### src/hw/rtl/tsch_pkg.sv
`timescale 1ns / 1ps
`default_nettype none
// ----------------------------------------------------------------------------
// TSCH scheduler package
// Types, codes and constants shared by the slot transmit scheduler.
// ----------------------------------------------------------------------------
package tsch_pkg;

  // Default depth of the new-packet and retransmit queues.
  localparam int QUEUE_DEPTH_DEF = 16;
  // Slot count that an out-of-range slotframe length falls back to.
  localparam int MAX_SLOTS = 64;

  // Stream word widths.
  localparam int S_TDATA_W = 72;
  localparam int S_TUSER_W = 3;
  localparam int M_TDATA_W = 64;
  localparam int M_TUSER_W = 3;

  // Configuration port widths.
  localparam int CFG_INDEX_W = 8;
  localparam int CFG_DATA_W  = 64;

  // Configuration register indexes.
  localparam logic [CFG_INDEX_W-1:0] REG_SLOT_OWNED_MASK  = 8'd0;
  localparam logic [CFG_INDEX_W-1:0] REG_SLOTFRAME_LENGTH = 8'd1;
  localparam logic [CFG_INDEX_W-1:0] REG_MAX_ATTEMPTS     = 8'd2;
  localparam logic [CFG_INDEX_W-1:0] REG_SELF_ADDRESS     = 8'd3;

  // Reset values of the configuration registers.
  localparam logic [6:0] SLOTFRAME_LENGTH_RST = 7'd64;
  localparam logic [3:0] MAX_ATTEMPTS_RST     = 4'd3;

  typedef enum logic [1:0] {
    REQ_TICK    = 2'd0,
    REQ_ENQUEUE = 2'd1,
    REQ_FRAME   = 2'd2
  } req_e;

  typedef enum logic [2:0] {
    ACT_NONE         = 3'd0,
    ACT_SEND_NEW     = 3'd1,
    ACT_RESEND       = 3'd2,
    ACT_ACK_DELIVER  = 3'd3,
    ACT_DROPPED_FULL = 3'd4,
    ACT_ACK_CONSUMED = 3'd5
  } action_e;

  typedef enum logic [2:0] {
    ST_IDLE,
    ST_FETCH,
    ST_EXEC,
    ST_PURGE_RD,
    ST_PURGE_CMP,
    ST_DONE
  } state_e;

  typedef struct packed {
    logic [15:0] handle;
    logic [15:0] seq;
    logic [15:0] dest;
    logic        ack;
  } new_entry_t;

  typedef struct packed {
    logic [15:0] handle;
    logic [15:0] seq;
    logic [15:0] dest;
    logic        ack;
    logic [3:0]  count;
  } resend_entry_t;

  typedef struct packed {
    logic [1:0]  req_type;
    logic [15:0] pkt_handle;
    logic [15:0] seq_num;
    logic [15:0] dest_addr;
    logic [15:0] src_addr;
    logic        ack_wanted;
    logic        frame_is_ack;
  } request_t;

  typedef struct packed {
    action_e     action;
    logic [3:0]  hop_channel;
    logic [15:0] out_handle;
    logic [15:0] out_dest;
    logic [15:0] out_seq;
    logic        out_ack_req;
    logic [3:0]  attempt_num;
    logic [5:0]  slot_now;
  } result_t;

endpackage
`default_nettype wire

### src/hw/rtl/tsch_slot_tx_scheduler_unit.sv
`timescale 1ns / 1ps
`default_nettype none
// ----------------------------------------------------------------------------
// TSCH slot transmit scheduler
// Channel-hopping MAC engine with a new-packet queue and a retransmit queue.
// ----------------------------------------------------------------------------
// Each input word is one request: a slot tick, an enqueue from the upper
// layer, or a frame from the radio; each request yields exactly one result
// word. A tick reports the hop channel and the slot index and, in an owned
// slot, sends the retransmit head first or else the new-queue head. Both
// queues are circular buffers in RAM with registered reads. A request moves
// through accept, head fetch, execute and result load in that order; the
// result load waits while the output register still holds an untaken word.
// An ack that is newer than the retransmit head purges one further entry per
// pass through the shared sequence compare, each pass a purge read state and
// a purge compare state between execute and result load. The input is ready
// again once the result sits in the output register, even if it has not
// been taken yet. Configuration writes are always accepted; they must only
// be issued while no request is in flight.
// ----------------------------------------------------------------------------
module tsch_slot_tx_scheduler_unit #(
  parameter int QUEUE_DEPTH = tsch_pkg::QUEUE_DEPTH_DEF
) (
  input  wire logic                             clk_i,
  input  wire logic                             rst_ni,
  // Request stream.
  input  wire logic                             s_axis_tvalid,
  output logic                                  s_axis_tready,
  // tdata: pkt_handle[15:0], seq_num[31:16], dest_addr[47:32],
  //        src_addr[63:48], ack_wanted[64], zero fill[71:65]
  input  wire logic [tsch_pkg::S_TDATA_W-1:0]   s_axis_tdata,
  // tuser: req_type[1:0], frame_is_ack[2]
  input  wire logic [tsch_pkg::S_TUSER_W-1:0]   s_axis_tuser,
  // Result stream.
  output logic                                  m_axis_tvalid,
  input  wire logic                             m_axis_tready,
  // tdata: hop_channel[3:0], out_handle[19:4], out_dest[35:20],
  //        out_seq[51:36], out_ack_req[52], attempt_num[56:53],
  //        slot_now[62:57], zero fill[63]
  output logic [tsch_pkg::M_TDATA_W-1:0]        m_axis_tdata,
  // tuser: action[2:0]
  output logic [tsch_pkg::M_TUSER_W-1:0]        m_axis_tuser,
  // Configuration write channel.
  input  wire logic                             cfg_valid_i,
  output logic                                  cfg_ready_o,
  input  wire logic [tsch_pkg::CFG_INDEX_W-1:0] cfg_index_i,
  input  wire logic [tsch_pkg::CFG_DATA_W-1:0]  cfg_data_i
);
  import tsch_pkg::*;

  localparam int PTR_W = $clog2(QUEUE_DEPTH);
  localparam int CNT_W = $clog2(QUEUE_DEPTH + 1);
  localparam logic [CNT_W-1:0] FULL_CNT = CNT_W'(QUEUE_DEPTH);
  localparam logic [PTR_W-1:0] LAST_PTR = PTR_W'(QUEUE_DEPTH - 1);
  localparam logic [6:0]       MAX_LEN  = 7'(MAX_SLOTS);

  function automatic logic [PTR_W-1:0] ptr_inc(input logic [PTR_W-1:0] p);
    ptr_inc = (p == LAST_PTR) ? '0 : p + 1'b1;
  endfunction

  // Configuration registers.
  logic [63:0] owned_mask_q;
  logic [6:0]  sf_len_q;
  logic [3:0]  max_att_q;
  logic [15:0] self_addr_q;

  // Sequencer and request capture.
  state_e   state_q, state_d;
  request_t req_q;

  // Slot counters.
  logic [5:0] slot_q, slot_d;
  logic [3:0] asn_q, asn_d;
  logic [3:0] frame_q, frame_d;

  // Queues.
  new_entry_t    new_mem [QUEUE_DEPTH];
  resend_entry_t res_mem [QUEUE_DEPTH];
  logic [PTR_W-1:0] new_head_q, new_tail_q, res_head_q, res_tail_q;
  logic [CNT_W-1:0] new_fill_q, res_fill_q;
  new_entry_t    new_rd_q;
  resend_entry_t res_rd_q;

  // Result staging and output register.
  result_t res_d, res_q, out_q;
  logic    out_valid_q, out_valid_d, out_load;

  // Datapath controls produced by the execute logic.
  logic          new_push, new_pop, res_push, res_pop;
  new_entry_t    new_wdata;
  resend_entry_t res_wdata;
  logic          slot_adv, purge_more, res_upd;
  logic          seq_eq, seq_gt, owned;
  logic [6:0]    len_eff;

  assign s_axis_tready = (state_q == ST_IDLE);
  assign cfg_ready_o   = 1'b1;

  // Configuration writes.
  always_ff @(posedge clk_i or negedge rst_ni) begin
    if (!rst_ni) begin
      owned_mask_q <= '0;
      sf_len_q     <= SLOTFRAME_LENGTH_RST;
      max_att_q    <= MAX_ATTEMPTS_RST;
      self_addr_q  <= '0;
    end else if (cfg_valid_i && cfg_ready_o) begin
      case (cfg_index_i)
        REG_SLOT_OWNED_MASK:  owned_mask_q <= cfg_data_i;
        REG_SLOTFRAME_LENGTH: sf_len_q     <= cfg_data_i[6:0];
        REG_MAX_ATTEMPTS:     max_att_q    <= cfg_data_i[3:0];
        REG_SELF_ADDRESS:     self_addr_q  <= cfg_data_i[15:0];
        default: ;
      endcase
    end
  end

  // Request capture on acceptance.
  always_ff @(posedge clk_i) begin
    if (s_axis_tvalid && s_axis_tready) begin
      req_q.req_type     <= s_axis_tuser[1:0];
      req_q.frame_is_ack <= s_axis_tuser[2];
      req_q.pkt_handle   <= s_axis_tdata[15:0];
      req_q.seq_num      <= s_axis_tdata[31:16];
      req_q.dest_addr    <= s_axis_tdata[47:32];
      req_q.src_addr     <= s_axis_tdata[63:48];
      req_q.ack_wanted   <= s_axis_tdata[64];
    end
  end

  // The shared compare unit: request sequence number against the
  // retransmit head, used for the first ack check and every purge pass.
  assign seq_eq = (req_q.seq_num == res_rd_q.seq);
  assign seq_gt = (req_q.seq_num >  res_rd_q.seq);

  assign owned   = owned_mask_q[slot_q];
  assign len_eff = (sf_len_q == 7'd0 || sf_len_q > MAX_LEN) ? MAX_LEN : sf_len_q;

  // Execute logic: queue operations, counter advance and result contents.
  always_comb begin
    new_push   = 1'b0;
    new_pop    = 1'b0;
    res_push   = 1'b0;
    res_pop    = 1'b0;
    new_wdata  = '{handle: req_q.pkt_handle, seq: req_q.seq_num,
                   dest: req_q.dest_addr, ack: req_q.ack_wanted};
    res_wdata  = res_rd_q;
    slot_adv   = 1'b0;
    purge_more = 1'b0;
    res_upd    = 1'b0;
    res_d      = '0;
    res_d.action = ACT_NONE;

    case (state_q)
      ST_EXEC: begin
        res_upd = 1'b1;
        case (req_q.req_type)
          REQ_TICK: begin
            slot_adv          = 1'b1;
            res_d.hop_channel = asn_q + frame_q;
            res_d.slot_now    = slot_q;
            if (owned && res_fill_q != '0) begin
              res_pop           = 1'b1;
              res_d.action      = ACT_RESEND;
              res_d.out_handle  = res_rd_q.handle;
              res_d.out_dest    = res_rd_q.dest;
              res_d.out_seq     = res_rd_q.seq;
              res_d.out_ack_req = res_rd_q.ack;
              res_d.attempt_num = res_rd_q.count;
              if (res_rd_q.count < max_att_q) begin
                // Requeue at the tail; the popped slot makes room.
                res_push        = 1'b1;
                res_wdata.count = res_rd_q.count + 4'd1;
              end
            end else if (owned && new_fill_q != '0) begin
              new_pop           = 1'b1;
              res_d.action      = ACT_SEND_NEW;
              res_d.out_handle  = new_rd_q.handle;
              res_d.out_dest    = new_rd_q.dest;
              res_d.out_seq     = new_rd_q.seq;
              res_d.out_ack_req = new_rd_q.ack;
              if (new_rd_q.ack && max_att_q != 4'd0 && res_fill_q != FULL_CNT) begin
                res_push  = 1'b1;
                res_wdata = '{handle: new_rd_q.handle, seq: new_rd_q.seq,
                              dest: new_rd_q.dest, ack: new_rd_q.ack, count: 4'd1};
              end
            end
          end
          REQ_ENQUEUE: begin
            if (new_fill_q == FULL_CNT) begin
              res_d.action     = ACT_DROPPED_FULL;
              res_d.out_handle = req_q.pkt_handle;
              res_d.out_dest   = req_q.dest_addr;
              res_d.out_seq    = req_q.seq_num;
            end else begin
              new_push = 1'b1;
            end
          end
          REQ_FRAME: begin
            if (req_q.dest_addr == self_addr_q) begin
              if (req_q.frame_is_ack) begin
                if (res_fill_q != '0 && (seq_eq || seq_gt)) begin
                  res_pop       = 1'b1;
                  res_d.action  = ACT_ACK_CONSUMED;
                  res_d.out_seq = req_q.seq_num;
                  // A newer ack keeps popping older heads.
                  purge_more    = seq_gt && (res_fill_q > CNT_W'(1));
                end
              end else begin
                res_d.action     = ACT_ACK_DELIVER;
                res_d.out_handle = req_q.pkt_handle;
                res_d.out_dest   = req_q.src_addr;
                res_d.out_seq    = req_q.seq_num;
              end
            end
          end
          default: ;
        endcase
      end
      ST_PURGE_CMP: begin
        if (res_fill_q != '0 && seq_gt) begin
          res_pop    = 1'b1;
          purge_more = (res_fill_q > CNT_W'(1));
        end
      end
      default: ;
    endcase
  end

  // Next state.
  always_comb begin
    state_d = state_q;
    case (state_q)
      ST_IDLE:      if (s_axis_tvalid) state_d = ST_FETCH;
      ST_FETCH:     state_d = ST_EXEC;
      ST_EXEC:      state_d = purge_more ? ST_PURGE_RD : ST_DONE;
      ST_PURGE_RD:  state_d = ST_PURGE_CMP;
      ST_PURGE_CMP: state_d = purge_more ? ST_PURGE_RD : ST_DONE;
      ST_DONE:      if (out_load) state_d = ST_IDLE;
      default:      state_d = ST_IDLE;
    endcase
  end

  // The result moves to the output register once that register is free.
  assign out_load    = (state_q == ST_DONE) && (!out_valid_q || m_axis_tready);
  assign out_valid_d = out_load ? 1'b1 : (m_axis_tready ? 1'b0 : out_valid_q);

  // Slot counters.
  always_comb begin
    slot_d  = slot_q;
    asn_d   = asn_q;
    frame_d = frame_q;
    if (slot_adv) begin
      asn_d = asn_q + 4'd1;
      if ({1'b0, slot_q} + 7'd1 >= len_eff) begin
        slot_d  = '0;
        frame_d = frame_q + 4'd1;
      end else begin
        slot_d = slot_q + 6'd1;
      end
    end
  end

  always_ff @(posedge clk_i or negedge rst_ni) begin
    if (!rst_ni) begin
      state_q     <= ST_IDLE;
      slot_q      <= '0;
      asn_q       <= '0;
      frame_q     <= '0;
      out_valid_q <= 1'b0;
      new_head_q  <= '0;
      new_tail_q  <= '0;
      new_fill_q  <= '0;
      res_head_q  <= '0;
      res_tail_q  <= '0;
      res_fill_q  <= '0;
    end else begin
      state_q     <= state_d;
      slot_q      <= slot_d;
      asn_q       <= asn_d;
      frame_q     <= frame_d;
      out_valid_q <= out_valid_d;
      if (new_push) new_tail_q <= ptr_inc(new_tail_q);
      if (new_pop)  new_head_q <= ptr_inc(new_head_q);
      new_fill_q <= new_fill_q + CNT_W'(new_push) - CNT_W'(new_pop);
      if (res_push) res_tail_q <= ptr_inc(res_tail_q);
      if (res_pop)  res_head_q <= ptr_inc(res_head_q);
      res_fill_q <= res_fill_q + CNT_W'(res_push) - CNT_W'(res_pop);
    end
  end

  // Queue memories with registered head reads.
  always_ff @(posedge clk_i) begin
    if (new_push) new_mem[new_tail_q] <= new_wdata;
    new_rd_q <= new_mem[new_head_q];
  end

  always_ff @(posedge clk_i) begin
    if (res_push) res_mem[res_tail_q] <= res_wdata;
    res_rd_q <= res_mem[res_head_q];
  end

  // Result staging and output payload.
  always_ff @(posedge clk_i) begin
    if (res_upd)  res_q <= res_d;
    if (out_load) out_q <= res_q;
  end

  assign m_axis_tvalid = out_valid_q;
  assign m_axis_tuser  = out_q.action;
  assign m_axis_tdata  = {1'b0, out_q.slot_now, out_q.attempt_num, out_q.out_ack_req,
                          out_q.out_seq, out_q.out_dest, out_q.out_handle,
                          out_q.hop_channel};

endmodule
`default_nettype wire
### config.mk
export PLATFORM = sky130hd
export DESIGN_NAME = tsch_slot_tx_scheduler_unit
export DESIGN_NICKNAME = d
export VERILOG_FILES = /design/src/hw/rtl/tsch_pkg.sv /design/src/hw/rtl/tsch_slot_tx_scheduler_unit.sv
export SDC_FILE = /design/constraint.sdc
export NUM_CORES = 2
export LEC_CHECK = 0
export BUFFER_PORTS_ARGS = -buffer_cell sky130_fd_sc_hd__buf_2
export CAP_MARGIN = 20
export CORE_ASPECT_RATIO = 0.8
export CORE_MARGIN = 4
export CORE_UTILIZATION = 45
export DETAILED_ROUTE_END_ITERATION = 16
export HOLD_SLACK_MARGIN = 0.15
export PLACE_DENSITY_LB_ADDON = 0.3
export SYNTH_ARGS = -nofsm -noshare
export SYNTH_HDL_FRONTEND = slang
export SYNTH_SLANG_ARGS = --single-unit
### constraint.sdc
create_clock -name clk_i -period 20 [get_ports clk_i]
set_clock_uncertainty 0.2 [all_clocks]
set_input_delay 4 -clock clk_i [delete_from_list [all_inputs] [get_ports clk_i]]
set_output_delay 4 -clock clk_i [all_outputs]
set_load 0.005 [all_outputs]
==> reports/metrics.csv <==
metric;value;unit
Seq pwr share;53.1;%
Critical path origin;cfg_index_i[4];
floorplan die width;476.0;microns
Reg-to-Reg Start;res_fill_q[2]$_DFF_PN0_;
# setup viols final;0;
Fmax;157.2;MHz
HPWL after DPL;105200;microns
total global routing track utilization;20.51;%
clk sink count;2069;
Post-CTS Setup Bufs;0;
vias per inst;5.884;
sequential cell area;60460;sq um
ANT nets after route;0;
Tcrit/Tclk final;31.82;%
total grt overflow;0;
Switch Pwr;2.417;mW
ys flop type;edfxtp_1;
Final #Nets;4049;
vias in the first global route;37130;
Multi-input gate area;17630;sq um
Int Power;7.659;mW
max-slew violation count;0;
worst vdd ir;86.51;uV
startpoint types;primary input;
asr flop ratio synth;6.525;%
Slew @ Worst Pin;1.161;ns
Starting Density;45.24;%
Site Rows;137;
status;completed;
CTS Buf Count;184;
PostCTS Resize Cnt;0;
Leakage;28.71;nW
Synth Warn #;0;
global-route wire length before repair;268200;microns
synthesized net count;3730;
post-synthesis cell area;78860;sq um
placed cell count;5943;
Hold Fails Final Rpt;0;
total power;10.08;mW
total number of vias;37020;
Routability Congestion;0.7961;
combinational power share;11.4;%
critical path endpoint category;flip-flop;
clock share of power;35.5;%
die height;382.4;microns
number of I/O pins;222;
CTS hold repair buffers;0;
Hold Crit Start;res_q[16]$_SDFFCE_PP0N_;
Post-synth EDFFs;1832;
share of layout cells above drive strength 1;32.46;%
most common cell after layout, fill and taps aside;edfxtp_1;
Routed WL;186900;microns
TNS Setup;0;ns
die area;182100;sq um
pin count of the biggest net entering global routing;110;
CTS Buffer Depth;3;
Clk Latency, worst-skew pair;0.81;ns
P&R area growth vs syn;12.88;%
switching share of power;23.99;%
Final min period;6.363;ns
WHS;0.2127;ns
PD cells;113.2;nW/um^2
DR WL/cell;29.71;microns
Core Box Area;174300;sq um
#FFs+latches synth;2069;
DRC viols;0;
IO Port Bufs;212;
CTS tree;yes;
Post-Layout Cell Count;6292;
H-tree levels;4;
Post-Synthesis Cells;3518;
WP data required;20.47;ns
Pre-Repair DR Iteration Count;5;
Distinct cells, synth;77;
register area share after synthesis;76.63;%
Clk pin slew, worst setup/hold paths;0.07;ns
Mapped Avg Cell Area;22.42;sq um
FILL cells;13590;
Max Cap Viol;0;
worst hold path class;flip-flop to flip-flop;
CTS root buffer;clkbuf_16;
arrival time worst endpoint;6.83;ns
most frequent cells in the layout;edfxtp_1, mux4_2, buf_2;
worst-path maximum fanout;64;
RSZ-0062 raised after global routing;false;
initial antenna violation count;6;
critical setup path kind;primary input to flip-flop;
DRT iter0 DRCs;4253;
Max-slew headroom;22.60;%
critical path: stages:
cell,delay [ns]
buf_2,0.09
or4b_2,0.65
nor4_1,0.66
nor3b_2,0.30
buf_4,0.65
mux2_2,0.42
through the flow:
step                      cell area [sq um]  worst slack [ns]  util (%)
after floorplan                       78860             12.22         -
after detailed placement              82910             12.85     47.56
after global routing                  89020             13.53     51.06
after global placement                82900             12.87     47.56
after CTS                             89000             13.72     51.05
final                                 89020             13.64     51.07
state kept, by name, summed over array words and instances (netlist names), 5 cells and up:
name          flops
res_fill_q        5
owned_mask_q     64
m_axis_tdata     63
req_q            19
sf_len_q          7
new_wdata        49
res_q            66
slot_q            6
self_addr_q      16
new_rd_q         49
new_mem         784
res_mem         848
new_fill_q        5
res_rd_q         53
routing by layer:
layer | vias up | track usage, % | routed length [microns]
li1 | 15260 | - | -
met1 | 19880 | 30.63 | 79450
met2 | 1637 | 31.23 | 87670
met3 | 241 | 4.246 | 15930
met4 | 0 | 4.963 | 3896
met5 | - | 0 | 0
final timing paths:
| kind | to | slack [ns] | cells after the start |
|---|---|---|---|
| worst min-delay path | m_axis_tdata[41]$_DFFE_PP_ | 0.21 | 0 |
| worst max-delay path | owned_mask_q[7]$_DFFE_PN0P_ | 13.64 | 6 |
| worst min register to register | m_axis_tdata[41]$_DFFE_PP_ | 0.21 | 0 |
| min in group asynchronous | owned_mask_q[43]$_DFFE_PN0P_ | 3.07 | 1 |
| worst max register to register | res_mem[14][37]$_DFFE_PP_ | 14.68 | 13 |
| max in group asynchronous | res_head_q[3]$_DFFE_PN0P_ | 15.14 | 2 |
power groups by stage:
| stage | combinational, mW | sequential (mW) | clock, mW |
|---|---|---|---|
| final | 1.15 | 5.35 | 3.58 |
| after global routing | 1.26 | 5.37 | 3.84 |
| after CTS | 1.17 | 5.35 | 3.64 |
| after detailed placement | 1.16 | 5.44 | 0 |
| after global placement | 1.14 | 5.43 | 0 |
| after floorplan | 0.860 | 5.29 | 0 |
area by class of cell:
type	instances	area share [%]
clock inverters	88	1.012
diodes	3	0.008433
inverters	59	0.2544
multi-input cells	1224	19.80
well taps	2293	3.223
repair buffers	299	1.956
clock buffers	257	5.827
flip-flops and latches	2069	67.92
cell usage after synthesis (all sizes together), types with 12 or more instances:
library cell	n	area, sq um
ha	57	713.2
dfxtp	102	2042
a221oi	19	172.7
a22oi	36	270.3
edfxtp	1832	55010
xor2	15	131.4
nor4	13	96.34
nand2	69	275.3
nand2b	16	107.6
nand3	17	90.09
inv	57	214.0
nor2	62	240.2
clkbuf	95	356.6
buf	71	420.4
and2	20	127.6
o21ai	24	131.4
dfrtp	132	3303
mux2	151	1881
xnor2	26	227.7
a22o	18	157.7
a21oi	53	269.0
nor3	12	65.06
mux4	518	11680
logic make-up (layout without fill, tap and decap cells):
kind of cell	Yosys count	after routing	synth area share (%)
XOR/XNOR	41	41	0.4553
multiplexers	679	679	17.33
flip-flops	2069	2069	76.63
other	2	5	0.009523
buffers and inverters	225	703	1.266
adder cells (fa/ha/maj)	60	60	0.9805
AND/OR/NAND/NOR	253	253	1.655
AO/OA/AOI/OAI	189	189	1.672
Note: power is estimated with default switching activity, not from simulation.
